--- config.mk ---
export PLATFORM = sky130hd
export DESIGN_NAME = button_gesture_recognizer
export DESIGN_NICKNAME = d
export VERILOG_FILES = /design/src/rtl/gbr_pkg.sv /design/src/rtl/gbr_ram.sv /design/src/rtl/gbr_classify.sv /design/src/rtl/button_gesture_recognizer.sv
export SDC_FILE = /design/constraint.sdc
export NUM_CORES = 1
export LEC_CHECK = 0
export BUFFER_PORTS_ARGS = -buffer_cell sky130_fd_sc_hd__buf_2
export CORE_UTILIZATION = 45
export CTS_BUF_LIST = sky130_fd_sc_hd__clkbuf_2
export CTS_CLUSTER_SIZE = 30
export DETAILED_ROUTE_END_ITERATION = 7
export GPL_TIMING_DRIVEN = 1
export PLACE_DENSITY = 0.71
export SYNTH_ARGS = -nofsm -noshare
export SYNTH_HDL_FRONTEND = slang
export SYNTH_HIERARCHICAL = 1
export SYNTH_SLANG_ARGS = --single-unit
--- constraint.sdc ---
create_clock -name clk_i -period 7.25 [get_ports clk_i]
set_input_delay 0 -clock clk_i [delete_from_list [all_inputs] [get_ports clk_i]]
set_output_delay 0 -clock clk_i [all_outputs]
set_load 0.02 [all_outputs]
--- src/rtl/gbr_pkg.sv ---
// ----------------------------------------------------------------------------
// gbr_pkg
// Shared types, codes and constants of the button gesture recognizer.
// ----------------------------------------------------------------------------
package gbr_pkg;

  localparam int HistoryDepth = 30;

  localparam int SampleW  = 12;
  localparam int GainW    = 13;
  localparam int OffsetW  = 10;
  localparam int TicksW   = 6;
  localparam int PosW     = 5;
  localparam int ActionW  = 4;
  localparam int BtnW     = 3;
  localparam int CfgIdxW  = 3;
  localparam int CfgDataW = 13;
  localparam int AdcShift = 12;
  localparam int ProdW    = SampleW + GainW;
  localparam int ScaledW  = ProdW - AdcShift;
  localparam int MvW      = ScaledW + 2;

  localparam int ClickQuiet = 4;

  localparam logic [GainW-1:0]          GainReset    = 13'd3350;
  localparam logic signed [OffsetW-1:0] OffsetReset  = -10'sd50;
  localparam logic [TicksW-1:0]         LongReset    = 6'd10;
  localparam logic [TicksW-1:0]         LongLongReset = 6'd30;
  localparam logic [PosW-1:0]           RelPosReset  = 5'd8;
  localparam logic [TicksW-1:0]         HoldReset    = 6'd30;
  localparam logic [TicksW-1:0]         HoldMax      = 6'd63;

  localparam logic signed [MvW-1:0] CenterHi = 15'sd100;
  localparam logic signed [MvW-1:0] DLo      = 15'sd142;
  localparam logic signed [MvW-1:0] DHi      = 15'sd238;
  localparam logic signed [MvW-1:0] PlusLo   = 15'sd240;
  localparam logic signed [MvW-1:0] PlusHi   = 15'sd400;
  localparam logic signed [MvW-1:0] MinusLo  = 15'sd435;
  localparam logic signed [MvW-1:0] MinusHi  = 15'sd725;

  localparam logic [CfgIdxW-1:0] REG_ADC_GAIN      = 3'd0;
  localparam logic [CfgIdxW-1:0] REG_ADC_OFFSET    = 3'd1;
  localparam logic [CfgIdxW-1:0] REG_LONG_PUSH     = 3'd2;
  localparam logic [CfgIdxW-1:0] REG_LONG_LONG     = 3'd3;
  localparam logic [CfgIdxW-1:0] REG_RELEASE_CHECK = 3'd4;

  typedef enum logic [BtnW-1:0] {
    BTN_OPEN   = 3'd0,
    BTN_CENTER = 3'd1,
    BTN_D      = 3'd2,
    BTN_PLUS   = 3'd3,
    BTN_MINUS  = 3'd4
  } btn_e;

  typedef enum logic [ActionW-1:0] {
    ACT_SINGLE     = 4'd0,
    ACT_DOUBLE     = 4'd1,
    ACT_TRIPLE     = 4'd2,
    ACT_PLUS       = 4'd3,
    ACT_MINUS      = 4'd4,
    ACT_LONG       = 4'd5,
    ACT_PLUS_LONG  = 4'd6,
    ACT_MINUS_LONG = 4'd7,
    ACT_LONG_LONG  = 4'd8
  } act_e;

  typedef struct packed {
    btn_e button;
    logic unit;
  } cls_res_t;

endpackage

--- src/rtl/gbr_ram.sv ---
// ----------------------------------------------------------------------------
// gbr_ram
// Generic single-write, single-read synchronous RAM with registered read.
// ----------------------------------------------------------------------------
module gbr_ram #(
  parameter int Width = 8,
  parameter int Depth = 32
) (
  input  logic                     clk_i,
  input  logic                     we_i,
  input  logic [$clog2(Depth)-1:0] waddr_i,
  input  logic [Width-1:0]         wdata_i,
  input  logic                     re_i,
  input  logic [$clog2(Depth)-1:0] raddr_i,
  output logic [Width-1:0]         rdata_o
);

  logic [Width-1:0] mem_q [Depth];
  logic [Width-1:0] rdata_q;

  always_ff @(posedge clk_i) begin
    if (we_i) begin
      mem_q[waddr_i] <= wdata_i;
    end
    if (re_i) begin
      rdata_q <= mem_q[raddr_i];
    end
  end

  assign rdata_o = rdata_q;

endmodule

--- src/rtl/gbr_classify.sv ---
// ----------------------------------------------------------------------------
// gbr_classify
// Two-stage sample scaler and band classifier, merged with the switch pins.
// ----------------------------------------------------------------------------
module gbr_classify
  import gbr_pkg::*;
(
  input  logic                      clk_i,
  input  logic                      rst_ni,
  input  logic                      start_i,
  input  logic [SampleW-1:0]        adc_sample_i,
  input  logic                      plus_switch_level_i,
  input  logic                      minus_switch_level_i,
  input  logic [GainW-1:0]          adc_gain_i,
  input  logic signed [OffsetW-1:0] adc_offset_i,
  output logic                      done_o,
  output cls_res_t                  res_o
);

  logic [ProdW-1:0]     prod_q;
  btn_e                 sw_q, sw_d;
  logic                 v1_q, v2_q;
  cls_res_t             res_q, res_d;
  logic [ScaledW-1:0]   scaled;
  logic signed [MvW-1:0] mv;
  btn_e                 hp;

  always_comb begin
    if (!plus_switch_level_i) begin
      sw_d = BTN_PLUS;
    end else if (!minus_switch_level_i) begin
      sw_d = BTN_MINUS;
    end else begin
      sw_d = BTN_OPEN;
    end
  end

  assign scaled = prod_q[ProdW-1:AdcShift];
  assign mv     = $signed({2'b00, scaled}) + MvW'(adc_offset_i);

  always_comb begin
    priority if (mv < CenterHi) begin
      hp = BTN_CENTER;
    end else if (mv >= DLo && mv < DHi) begin
      hp = BTN_D;
    end else if (mv >= PlusLo && mv < PlusHi) begin
      hp = BTN_PLUS;
    end else if (mv >= MinusLo && mv < MinusHi) begin
      hp = BTN_MINUS;
    end else begin
      hp = BTN_OPEN;
    end
  end

  always_comb begin
    priority if (hp == BTN_CENTER) begin
      res_d.button = BTN_CENTER;
    end else if (hp == BTN_D) begin
      res_d.button = BTN_D;
    end else if (hp == BTN_PLUS || sw_q == BTN_PLUS) begin
      res_d.button = BTN_PLUS;
    end else if (hp == BTN_MINUS || sw_q == BTN_MINUS) begin
      res_d.button = BTN_MINUS;
    end else begin
      res_d.button = BTN_OPEN;
    end
    res_d.unit = (res_d.button != sw_q);
  end

  always_ff @(posedge clk_i) begin
    if (start_i) begin
      prod_q <= ProdW'(adc_sample_i) * ProdW'(adc_gain_i);
      sw_q   <= sw_d;
    end
    if (v1_q) begin
      res_q <= res_d;
    end
  end

  always_ff @(posedge clk_i or negedge rst_ni) begin
    if (!rst_ni) begin
      v1_q <= 1'b0;
      v2_q <= 1'b0;
    end else begin
      v1_q <= start_i;
      v2_q <= v1_q;
    end
  end

  assign done_o = v2_q;
  assign res_o  = res_q;

endmodule

--- src/rtl/button_gesture_recognizer.sv ---
// ----------------------------------------------------------------------------
// button_gesture_recognizer
// Headphone-remote and push-switch gesture recognizer with RAM-held history.
// ----------------------------------------------------------------------------
// One input beat is taken at a time. A beat passes through the classifier and
// the H0 read, then the release position check when it is needed and a click
// scan when a center release is found, and commits in the final state. The next
// beat is taken in the cycle after the commit. The button history lives in a
// single-read-port RAM (a ring with a head pointer and a fill count, entries
// past the fill count read as open), and the scan walks it one entry per
// cycle. A finished event waits in an output register, so the next beat is
// accepted while it is still stalled; a beat that raises another event holds
// at its commit until the waiting one is taken. No clearing pass is needed
// after reset.
module button_gesture_recognizer
  import gbr_pkg::*;
#(
  parameter int HISTORY_DEPTH = HistoryDepth
) (
  input  logic                 clk_i,
  input  logic                 rst_ni,
  input  logic                 in_valid_i,
  output logic                 in_stall_o,
  input  logic [SampleW-1:0]   adc_sample_i,
  input  logic                 plus_switch_level_i,
  input  logic                 minus_switch_level_i,
  output logic                 out_valid_o,
  input  logic                 out_stall_i,
  output logic [ActionW-1:0]   action_o,
  output logic                 source_unit_o,
  input  logic                 cfg_we_i,
  input  logic [CfgIdxW-1:0]   cfg_index_i,
  input  logic [CfgDataW-1:0]  cfg_wdata_i
);

  localparam int AW = $clog2(HISTORY_DEPTH);
  localparam int FW = $clog2(HISTORY_DEPTH + 1);
  localparam int CW = ((FW > PosW) ? FW : PosW) + 1;
  localparam logic [AW-1:0] LastAddr = AW'(HISTORY_DEPTH - 1);
  localparam logic [FW-1:0] FullFill = FW'(HISTORY_DEPTH);

  localparam logic [2:0] ST_IDLE = 3'd0;
  localparam logic [2:0] ST_CLS  = 3'd1;
  localparam logic [2:0] ST_H0   = 3'd2;
  localparam logic [2:0] ST_RCP  = 3'd3;
  localparam logic [2:0] ST_SCAN = 3'd4;
  localparam logic [2:0] ST_FIN  = 3'd5;

  logic [2:0] state_q, state_d;

  logic [GainW-1:0]          gain_q;
  logic signed [OffsetW-1:0] offset_q;
  logic [TicksW-1:0]         lpt_q, llpt_q;
  logic [PosW-1:0]           rcp_q;

  logic [AW-1:0]     head_q, head_d, head_nxt;
  logic [FW-1:0]     fill_q, fill_d;
  logic [TicksW-1:0] hold_q, hold_d, hold_inc;
  btn_e              button_q, h0_q, prev_q;
  logic              unit_q;
  logic [AW-1:0]     idx_q, scan_addr_q, scan_addr_nxt;
  logic              fallen_q;
  logic [FW-1:0]     count_q;

  logic              out_valid_q;
  act_e              action_q;
  logic              source_unit_q;

  logic              in_accept;
  logic              cls_done;
  cls_res_t          cls_res;

  logic              rd_en;
  logic [AW-1:0]     rd_addr;
  logic [BtnW-1:0]   rd_data;
  btn_e              rd_btn;
  logic              wr_en;

  logic [CW-1:0]     rcp_diff;
  logic [AW-1:0]     rcp_addr;
  logic              rcp_in_range, rcp_valid, need_rcp, idx_valid;
  btn_e              scan_btn;

  logic              has_res, clr, commit;
  act_e              act;

  assign in_accept = in_valid_i && !in_stall_o;
  assign in_stall_o = (state_q != ST_IDLE);

  always_ff @(posedge clk_i or negedge rst_ni) begin
    if (!rst_ni) begin
      gain_q   <= GainReset;
      offset_q <= OffsetReset;
      lpt_q    <= LongReset;
      llpt_q   <= LongLongReset;
      rcp_q    <= RelPosReset;
    end else if (cfg_we_i) begin
      unique case (cfg_index_i)
        REG_ADC_GAIN:      gain_q   <= cfg_wdata_i[GainW-1:0];
        REG_ADC_OFFSET:    offset_q <= $signed(cfg_wdata_i[OffsetW-1:0]);
        REG_LONG_PUSH:     lpt_q    <= cfg_wdata_i[TicksW-1:0];
        REG_LONG_LONG:     llpt_q   <= cfg_wdata_i[TicksW-1:0];
        REG_RELEASE_CHECK: rcp_q    <= cfg_wdata_i[PosW-1:0];
        default: ;
      endcase
    end
  end

  gbr_classify u_classify (
    .clk_i                (clk_i),
    .rst_ni               (rst_ni),
    .start_i              (in_accept),
    .adc_sample_i         (adc_sample_i),
    .plus_switch_level_i  (plus_switch_level_i),
    .minus_switch_level_i (minus_switch_level_i),
    .adc_gain_i           (gain_q),
    .adc_offset_i         (offset_q),
    .done_o               (cls_done),
    .res_o                (cls_res)
  );

  gbr_ram #(
    .Width (BtnW),
    .Depth (HISTORY_DEPTH)
  ) u_history (
    .clk_i   (clk_i),
    .we_i    (wr_en),
    .waddr_i (head_nxt),
    .wdata_i (button_q),
    .re_i    (rd_en),
    .raddr_i (rd_addr),
    .rdata_o (rd_data)
  );

  assign rd_btn = btn_e'(rd_data);

  // ring addressing: entry i lives at head - i
  assign head_nxt      = (head_q == LastAddr) ? '0 : head_q + AW'(1);
  assign scan_addr_nxt = (scan_addr_q == '0) ? LastAddr : scan_addr_q - AW'(1);
  assign rcp_diff      = CW'(head_q) - CW'(rcp_q);
  assign rcp_addr      = rcp_diff[CW-1] ? AW'(rcp_diff + CW'(HISTORY_DEPTH))
                                        : rcp_diff[AW-1:0];
  assign rcp_in_range  = CW'(rcp_q) < CW'(HISTORY_DEPTH);
  assign rcp_valid     = CW'(rcp_q) < CW'(fill_q);
  assign need_rcp      = (button_q == BTN_OPEN) && !(hold_q > lpt_q) && rcp_in_range;
  assign idx_valid     = CW'(idx_q) < CW'(fill_q);
  assign scan_btn      = idx_valid ? rd_btn : BTN_OPEN;

  always_comb begin
    rd_en   = 1'b0;
    rd_addr = head_q;
    unique case (state_q)
      ST_CLS: begin
        rd_en = cls_done;
      end
      ST_H0: begin
        rd_en   = need_rcp;
        rd_addr = rcp_addr;
      end
      ST_RCP: begin
        rd_en = 1'b1;
      end
      ST_SCAN: begin
        rd_en   = (idx_q != LastAddr);
        rd_addr = scan_addr_nxt;
      end
      default: ;
    endcase
  end

  assign hold_inc = (hold_q != HoldMax) ? hold_q + TicksW'(1) : hold_q;

  always_comb begin
    has_res = 1'b0;
    act     = ACT_SINGLE;
    hold_d  = hold_q;
    clr     = 1'b0;
    if (button_q == BTN_OPEN) begin
      hold_d = '0;
      clr    = (hold_q > lpt_q) || (count_q != '0);
      if (count_q >= FW'(1) && count_q <= FW'(3)) begin
        has_res = 1'b1;
        act     = act_e'(ActionW'(count_q - FW'(1)));
      end
    end else if (h0_q == BTN_OPEN) begin
      if (button_q == BTN_D || button_q == BTN_PLUS) begin
        has_res = 1'b1;
        act     = ACT_PLUS;
      end else if (button_q == BTN_MINUS) begin
        has_res = 1'b1;
        act     = ACT_MINUS;
      end
    end else if (hold_q == lpt_q) begin
      has_res = 1'b1;
      if (button_q == BTN_CENTER) begin
        act    = ACT_LONG;
        hold_d = hold_inc;
      end else if (button_q == BTN_D || button_q == BTN_PLUS) begin
        act = ACT_PLUS_LONG;
      end else begin
        act = ACT_MINUS_LONG;
      end
    end else if (hold_q == llpt_q) begin
      if (button_q == BTN_CENTER) begin
        has_res = 1'b1;
        act     = ACT_LONG_LONG;
      end
      hold_d = hold_inc;
    end else if (button_q == h0_q) begin
      hold_d = hold_inc;
    end
  end

  // hold the commit while a new event would overwrite a stalled one
  assign commit = (state_q == ST_FIN) && !(has_res && out_valid_q && out_stall_i);
  assign wr_en  = commit;
  assign head_d = head_nxt;
  assign fill_d = clr ? FW'(1) : ((fill_q == FullFill) ? fill_q : fill_q + FW'(1));

  always_comb begin
    state_d = state_q;
    unique case (state_q)
      ST_IDLE: if (in_accept) state_d = ST_CLS;
      ST_CLS:  if (cls_done) state_d = ST_H0;
      ST_H0:   state_d = need_rcp ? ST_RCP : ST_FIN;
      ST_RCP:  state_d = (rcp_valid && rd_btn == BTN_CENTER) ? ST_SCAN : ST_FIN;
      ST_SCAN: begin
        if (idx_q == LastAddr) begin
          state_d = ST_FIN;
        end else if (idx_q < AW'(ClickQuiet) && scan_btn != BTN_OPEN) begin
          state_d = ST_FIN;
        end
      end
      ST_FIN:  if (commit) state_d = ST_IDLE;
      default: state_d = ST_IDLE;
    endcase
  end

  always_ff @(posedge clk_i or negedge rst_ni) begin
    if (!rst_ni) begin
      state_q     <= ST_IDLE;
      head_q      <= '0;
      fill_q      <= '0;
      hold_q      <= HoldReset;
      count_q     <= '0;
      fallen_q    <= 1'b0;
      out_valid_q <= 1'b0;
    end else begin
      state_q <= state_d;
      if (commit && has_res) begin
        out_valid_q <= 1'b1;
      end else if (out_valid_q && !out_stall_i) begin
        out_valid_q <= 1'b0;
      end
      unique case (state_q)
        ST_CLS: begin
          count_q  <= '0;
          fallen_q <= 1'b0;
        end
        ST_SCAN: begin
          if (idx_q < AW'(ClickQuiet)) begin
            if (scan_btn != BTN_OPEN) begin
              count_q <= '0;
            end
          end else if (!fallen_q && prev_q == BTN_OPEN && scan_btn == BTN_CENTER) begin
            fallen_q <= 1'b1;
          end else if (fallen_q && prev_q == BTN_CENTER && scan_btn == BTN_OPEN) begin
            fallen_q <= 1'b0;
            count_q  <= count_q + FW'(1);
          end
        end
        ST_FIN: begin
          if (commit) begin
            head_q <= head_d;
            fill_q <= fill_d;
            hold_q <= hold_d;
          end
        end
        default: ;
      endcase
    end
  end

  always_ff @(posedge clk_i) begin
    if (state_q == ST_CLS && cls_done) begin
      button_q <= cls_res.button;
      unit_q   <= cls_res.unit;
    end
    if (state_q == ST_H0) begin
      h0_q <= (fill_q != '0) ? rd_btn : BTN_OPEN;
    end
    if (state_q == ST_RCP) begin
      idx_q       <= '0;
      scan_addr_q <= head_q;
    end
    if (state_q == ST_SCAN) begin
      prev_q      <= scan_btn;
      idx_q       <= idx_q + AW'(1);
      scan_addr_q <= scan_addr_nxt;
    end
    if (commit && has_res) begin
      action_q      <= act;
      source_unit_q <= unit_q;
    end
  end

  assign out_valid_o   = out_valid_q;
  assign action_o      = action_q;
  assign source_unit_o = source_unit_q;

  a_fill_bound: assert property (@(posedge clk_i) disable iff (!rst_ni)
    fill_q <= FullFill)
    else $error("history fill count exceeds depth");

  a_head_bound: assert property (@(posedge clk_i) disable iff (!rst_ni)
    head_q <= LastAddr)
    else $error("history head pointer out of range");

  a_scan_bound: assert property (@(posedge clk_i) disable iff (!rst_ni)
    state_q == ST_SCAN |-> idx_q <= LastAddr)
    else $error("scan index out of range");

  a_click_source: assert property (@(posedge clk_i) disable iff (!rst_ni)
    out_valid_q && (action_q == ACT_SINGLE || action_q == ACT_DOUBLE ||
                    action_q == ACT_TRIPLE) |-> !source_unit_q)
    else $error("click event not credited to switch side");

  a_commit_idle: assert property (@(posedge clk_i) disable iff (!rst_ni)
    commit |=> state_q == ST_IDLE)
    else $error("commit did not return to idle");

endmodule

# After elaboration in Yosys (flattened, before gate mapping)
# Memory sizes are Yosys's and may differ from the RTL's. A register that Yosys moved wholly into a read port is not among the register bits.
# Cells that the tools add are included.
# totals
reg_bits	125
latch_bits	0
ram_bits	90
romBits	0
input_bits	35
output_inout_bits	7
wordCells	217
memories	1
# classes
add_sub_neg	10
multipliers	1
n_div	0
order_cmp	14
n_eq_ne	43
shifts	0
mux	68
bitwise_logic	0
n_reduce_logical	54
# mem_list
name	words	word_bits	rd	rd_ports_with_merged_regs	write_ports	line_no	source
u_history.mem_q	30	3	1	1	1	gbr_ram.sv:18	logic [Width-1:0] mem_q [Depth];
# op_table
op	count
5-bit 2-to-1 mux	13
3-bit 2-to-1 mux	18
6-bit 2-to-1 mux	7
15-bit by 9-bit >= comparator with 1-bit output (second input constant)	2
3-bit by 2-bit equality test with 1-bit output (second input constant)	9
12-bit by 13-bit multiplier with 25-bit output	1
4-bit 2-to-1 mux	6
3-bit by 1-bit equality test with 1-bit output (second input constant)	7
5-bit by 1-bit adder with 5-bit output (second input constant)	4
5-bit one-hot mux with 2 select lines	2
1-bit logical AND	19
3-bit equality test (second input constant)	6
3-bit logical NOT	6
1-bit 2-to-1 mux	18
3-bit one-hot mux with 6 select lines	1
14-bit by 10-bit adder with 15-bit output	1
5-bit equality test (second input constant)	3
15-bit by 10-bit >= comparator with 1-bit output (second input constant)	1
15-bit by 10-bit less-than comparator with 1-bit output (second input constant)	1
15-bit by 11-bit less-than comparator with 1-bit output (second input constant)	1
15-bit by 8-bit less-than comparator with 1-bit output (second input constant)	1
15-bit by 9-bit less-than comparator with 1-bit output (second input constant)	1
3-bit != test (second input constant)	5
6-bit equality test	2
other kinds (32)	55

# Longest topological paths before layout
# depth
ltp_word	14
ltp_mapped	21
mapped_depth_nobuf	20

# Modules after synthesis
# Netlist, hierarchy kept.
# by_module_without_submodules
module	instances	cells_per_inst	area_per_inst_um2	seq_area_each_um2
gbr_classify	1	700	6283.5	620.6
button_gesture_recognizer	1	504	5311.3	2432.3
gbr_ram	1	215	3806.2	2792.7

# Worst setup path before layout
# Ideal clock, no wire load.
# synth_path
kind	register -> register
from	reg gain_q[8]
to	reg u_classify.prod_q[23] (data pin)
setup_time_ps	266
arrival_ps	5107
required_ps	6984
setup_slack_ps	1877
stages_incl_launch_ff	20
path_buffers	1
synth_period_minus_slack_ps	5373
cell_sequence	dfstp_2 -> clkbuf_1 -> nand2_1 -> fa_1 -> fa_1 -> inv_1 -> fa_1 -> fa_1 -> inv_1 -> fa_1 -> inv_1 -> ha_1 -> a21o_1 -> a21oi_1 -> nor2_1 -> a21oi_1 -> a31oi_1 -> a41oi_1 -> a21boi_0 -> xor2_1
# synth_via
elab_chain_cells	1
# synth_rtl
item	line_no	source
from (decl)	button_gesture_recognizer.sv:51	logic [GainW-1:0] gain_q;
from (signal assigned)	button_gesture_recognizer.sv:92	gain_q <= GainReset;
from (signal assigned)	button_gesture_recognizer.sv:99	REG_ADC_GAIN: gain_q <= cfg_wdata_i[GainW-1:0];
12-bit by 13-bit multiplier with 25-bit output	gbr_classify.sv:72	prod_q <= ProdW'(adc_sample_i) * ProdW'(adc_gain_i);
to (signal assigned)	gbr_classify.sv:72	
to (decl)	gbr_classify.sv:20	logic [ProdW-1:0] prod_q;
# No other way between the ends.
# A chain may end at the register's enable or synchronous reset.

# Worst setup path in the final report
# layout_path
from	reg gain_q[1]
to	reg u_classify.prod_q[23] (data pin)
# Same word-level chain as after synthesis.

==> metrics <==
clock sinks 205; share of the yosys chip area belonging to registers 38.0%; FF+latch count, synth 205; slew of the pin with the lowest slew margin 0.933 ns; max_cap viols 0; Die Area 0.0350 mm^2; critical-path cell list nand2_1 -> fa_1 -> inv_1 -> ha_1 -> fa_1 -> inv_1 -> fa_1 -> fa_1 -> inv_1 -> ha_1 -> nor3_1 -> o41a_1 -> dlygate4sd3_1 -> o22ai_1 -> nand2_1 -> a31oi_1 -> a41oi_1 -> a21boi_0 -> xor2_1; reg2reg path depth 19; TritonCTS Buffers 55; area added between synthesis and finish 11.5%; wire length per cell after detailed routing 17.0 um; maximum vdd ir drop 0.000384 V; met3 wire length 2100 um; hold buffers post-CTS 65; power density normalized to cell area 481 mW/mm^2; Hold Path Class in -> reg; status finished clean; PortBufs 41; Net Sw Frac 46.5%; fin worst setup slack 1.36 ns; Worst R2R Setup Slack 1.36 ns; Worst EP required 7.96 ns; part of the power in the clock network 10.0%; Critical Path End Type register; overflow left after global routing 0; async set-or-reset flop fraction in the synthesized netlist 33.2%; via count normalized by instance count 5.37; maximum level of the CTS H-tree 2; P_leak 7.42 nW; cell family contributing the most delay on the critical path adder cells; buffering stage count on the worst path with inverters included 4; instance area at placement 0.0160 mm^2; met1 wire length 14,800 um; worst setup slack after placement 1.59 ns; critical path fanouts, max 13; Post-CTS Repair Setup Buffers 0; count of boundary I/O pins 42; Yosys cell types 97; Slowest Stage Delay on Critical Path 0.68 ns; number of global-route vias before repair 11,076; horizontal extent of the die 187 um; Resized Gates After CTS 0; capture point of the critical path u_classify/prod_q[23]$_DFFE_PP_; Synth warnings 6; Initial Util 45.8%; Max Buffers Root-to-Sink 3; cell seen most often among critical-path stages sky130_fd_sc_hd__fa_1; Reg clk slew, reported paths 0.11 ns; crit share post-route 81.2%; Internal 4.42 mW; Pre-antenna DRT Iters 5; startpoint type of the worst setup path register; shortest clock period the worst path allows after layout 5.89 ns; Final Hold Vio Count 0; count of endpoints failing setup in the final report 0; CTS tree built; number of enable flip-flop cells after synthesis 137; number of antenna violations at the first check in global routing 3; number of rows created at floorplan 67; register share of total power 23.6%; Vert. Die Dim 187 um; critical path launch point gain_q[1]$_DFFE_PN1P_; flip-flop cell with the highest count after synthesis sky130_fd_sc_hd__edfxtp_1; worst setup skew after layout 0.0844 ns; number of nets in the synthesized netlist 1,671; largest net degree at the start of global routing 45; detailed-route DRC error count 0; core outline area 0.0336 mm^2; global-route wire length before repair 56,600 um; via count of the routed design 10,934; sum of routed wire length over all layers 34,500 um; GP Congestion 0.881; maximum operating frequency 170 MHz; total global-route track usage 20.3%; CTS Root Buffer Type sky130_fd_sc_hd__clkbuf_2; data arrival time of the critical path 6.59 ns; remaining number of nets flagged by the antenna check after routing 0; worst setup path category reg -> reg; Slew Limit Headroom 37.3%; highest metal used met5; 1st-iter DRT viols 649; total chip power 8.26 mW; cell count after synthesis 1,419; Reg2Reg Launch Point gain_q[1]$_DFFE_PN1P_; fillcell total 2,954; final cell area excluding filler cells 0.0172 mm^2; net switching power of the design 3.84 mW; Synth Cell Area 0.0154 mm^2; Stages on worst setup path 19; RR Endpoint u_classify/prod_q[23]$_DFFE_PP_; Routed met2 length 16,700 um; RSZ-0062 raised after global routing no; ratio of cells with drive above 1 in the final layout 16.1%; latest clock arrival within the worst-skew pair 0.97 ns; combinational share of power 66.4%; final standard cell utilization of the core 51.1%; cell with the biggest individual delay on the critical path sky130_fd_sc_hd__dfstp_2; Total Neg Setup Slack 0 ns; Layout Nets 1,792; final count of pins violating max slew 0; detailed placer's ending HPWL 24,400 um; Avg Cell Area, Syn 10.9 um^2
==> cells in the mapped netlist (10+ instances only) <==
cell / count / area, um^2
sky130_fd_sc_hd__mux2i_1: 27 / 270
sky130_fd_sc_hd__clkbuf_1: 35 / 131
sky130_fd_sc_hd__fa_1: 111 / 2220
sky130_fd_sc_hd__a21o_1: 12 / 90.1
sky130_fd_sc_hd__o21ai_1: 10 / 50.1
sky130_fd_sc_hd__mux2_2: 35 / 394
sky130_fd_sc_hd__nor2_1: 85 / 319
sky130_fd_sc_hd__xnor2_1: 29 / 254
sky130_fd_sc_hd__o21ai_0: 34 / 170
sky130_fd_sc_hd__dfstp_2: 24 / 631
sky130_fd_sc_hd__inv_1: 177 / 664
sky130_fd_sc_hd__a211oi_1: 12 / 90.1
sky130_fd_sc_hd__xor2_1: 10 / 87.6
sky130_fd_sc_hd__nand3_1: 31 / 155
sky130_fd_sc_hd__nor2b_1: 13 / 81.3
sky130_fd_sc_hd__edfxtp_1: 137 / 4110
sky130_fd_sc_hd__nand4_1: 10 / 62.6
sky130_fd_sc_hd__and2_1: 54 / 338
sky130_fd_sc_hd__dfrtp_1: 44 / 1100
sky130_fd_sc_hd__nand2_1: 168 / 631
sky130_fd_sc_hd__a21oi_1: 37 / 185
sky130_fd_sc_hd__nand3b_1: 10 / 75.1
sky130_fd_sc_hd__nor3_1: 16 / 80.1
sky130_fd_sc_hd__ha_1: 106 / 1330
sky130_fd_sc_hd__nand2b_1: 12 / 75.1
==> cell type report <==
type | count | area (um^2) | share of cell area (%)
diodes | 1 | 2.50 | 0.0146
clock buffers | 79 | 395 | 2.30
clock inverters | 24 | 114 | 0.663
inverters | 177 | 664 | 3.87
multi-input cells | 987 | 8650 | 50.4
flip-flops and latches | 205 | 5850 | 34.0
well taps | 448 | 561 | 3.26
repair buffers | 114 | 936 | 5.45
==> registers in the layout, summed over array words and instances, names as in the netlist, 6 cells and up <==
name	flops
offset_q	10
hold_q	6
u_history/mem_q	90
u_classify/prod_q	13
llpt_q	6
lpt_q	6
gain_q	13
==> worst min-delay path by stage <==
stage | to | slack [ns] | depth (start not counted) | start
6_report | llpt_q[0]$_DFFE_PN0P_ | 0.24 | 4 | cfg_index_i[1]
5_1_grt | llpt_q[0]$_DFFE_PN0P_ | 0.19 | 4 | cfg_index_i[1]
4_1_cts | llpt_q[0]$_DFFE_PN0P_ | 0.05 | 4 | cfg_index_i[1]
3_5_place_dp | fallen_q$_DFFE_PN0P_ | 0.23 | 1 | rst_ni
3_3_place_gp | fallen_q$_DFFE_PN0P_ | 0.22 | 1 | rst_ni
2_1_floorplan | count_q[0]$_DFFE_PN0P_ | -0.30 | 0 | rst_ni
==> routing by layer <==
layer  GRT usage [%]  vias up
li1                -     5169
met5               0        -
met1            26.1     5368
met3            4.11       69
met4            8.01        2
met2            33.8      326
==> metrics by stage <==
stage	instances	hold WS [ns]
5_1_grt	2035	0.186
4_1_cts	2034	0.0525
2_1_floorplan	1419	-0.296
3_5_place_dp	1866	0.235
6_report	2035	0.242
3_3_place_gp	1866	0.221
==> cell families after synthesis <==
family,count (synthesis),share of synthesized area [%]
xor gates and xnor gates,40,2.32
AOI/OAI and AO/OA,212,10.1
and+or+nand+nor,440,14.0
adders and majority gates,217,23.0
buffers and inverters,227,5.90
DFF,205,38.0
muxes,78,6.63
==> worst reg2reg max path, cell delays in order (launching register included) <==
cell and delay, ns:
sky130_fd_sc_hd__dfstp_2 0.68, sky130_fd_sc_hd__nand2_1 0.12, sky130_fd_sc_hd__fa_1 0.55, sky130_fd_sc_hd__inv_1 0.04, sky130_fd_sc_hd__ha_1 0.21, sky130_fd_sc_hd__fa_1 0.53, sky130_fd_sc_hd__inv_1 0.05, sky130_fd_sc_hd__fa_1 0.48
sky130_fd_sc_hd__fa_1 0.51, sky130_fd_sc_hd__inv_1 0.07, sky130_fd_sc_hd__ha_1 0.24, sky130_fd_sc_hd__nor3_1 0.08, sky130_fd_sc_hd__o41a_1 0.12, sky130_fd_sc_hd__dlygate4sd3_1 0.60, sky130_fd_sc_hd__o22ai_1 0.35, sky130_fd_sc_hd__nand2_1 0.15
sky130_fd_sc_hd__a31oi_1 0.27, sky130_fd_sc_hd__a41oi_1 0.23, sky130_fd_sc_hd__a21boi_0 0.26, sky130_fd_sc_hd__xor2_1 0.10
==> power groups by stage <==
stage | Combinational (mW) | Clock, mW | Sequential [mW]
finish | 5.48 | 0.825 | 1.95
global route | 6.25 | 0.920 | 1.98
CTS | 5.49 | 0.871 | 1.95
detailed placement | 5.39 | 0 | 1.97
global placement | 5.26 | 0 | 1.96
floorplan | 4.36 | 0 | 1.87
==> layout by cell type, fill, tap and decap left out, types with 12 or more instances in the layout <==
| cell | instances |
|---|---|
| sky130_fd_sc_hd__a21o_1 | 12 |
| sky130_fd_sc_hd__nand2b_1 | 12 |
| sky130_fd_sc_hd__ha_1 | 106 |
| sky130_fd_sc_hd__o21ai_0 | 33 |
| sky130_fd_sc_hd__clkbuf_2 | 79 |
| sky130_fd_sc_hd__fa_1 | 111 |
| sky130_fd_sc_hd__dlygate4sd3_1 | 64 |
| sky130_fd_sc_hd__dfstp_2 | 24 |
| sky130_fd_sc_hd__nor2_1 | 85 |
| sky130_fd_sc_hd__nand3_1 | 31 |
| sky130_fd_sc_hd__nor2b_1 | 13 |
| sky130_fd_sc_hd__dfrtp_1 | 44 |
| sky130_fd_sc_hd__edfxtp_1 | 137 |
| sky130_fd_sc_hd__mux2i_1 | 27 |
| sky130_fd_sc_hd__xnor2_1 | 29 |
| sky130_fd_sc_hd__nand2_1 | 168 |
| sky130_fd_sc_hd__mux2_2 | 35 |
| sky130_fd_sc_hd__nor3_1 | 16 |
| sky130_fd_sc_hd__buf_2 | 40 |
| sky130_fd_sc_hd__a211oi_1 | 12 |
| sky130_fd_sc_hd__and2_1 | 54 |
| sky130_fd_sc_hd__inv_1 | 177 |
| sky130_fd_sc_hd__clkinv_1 | 18 |
| sky130_fd_sc_hd__a21oi_1 | 37 |
(Power assumes the default switching activity.)
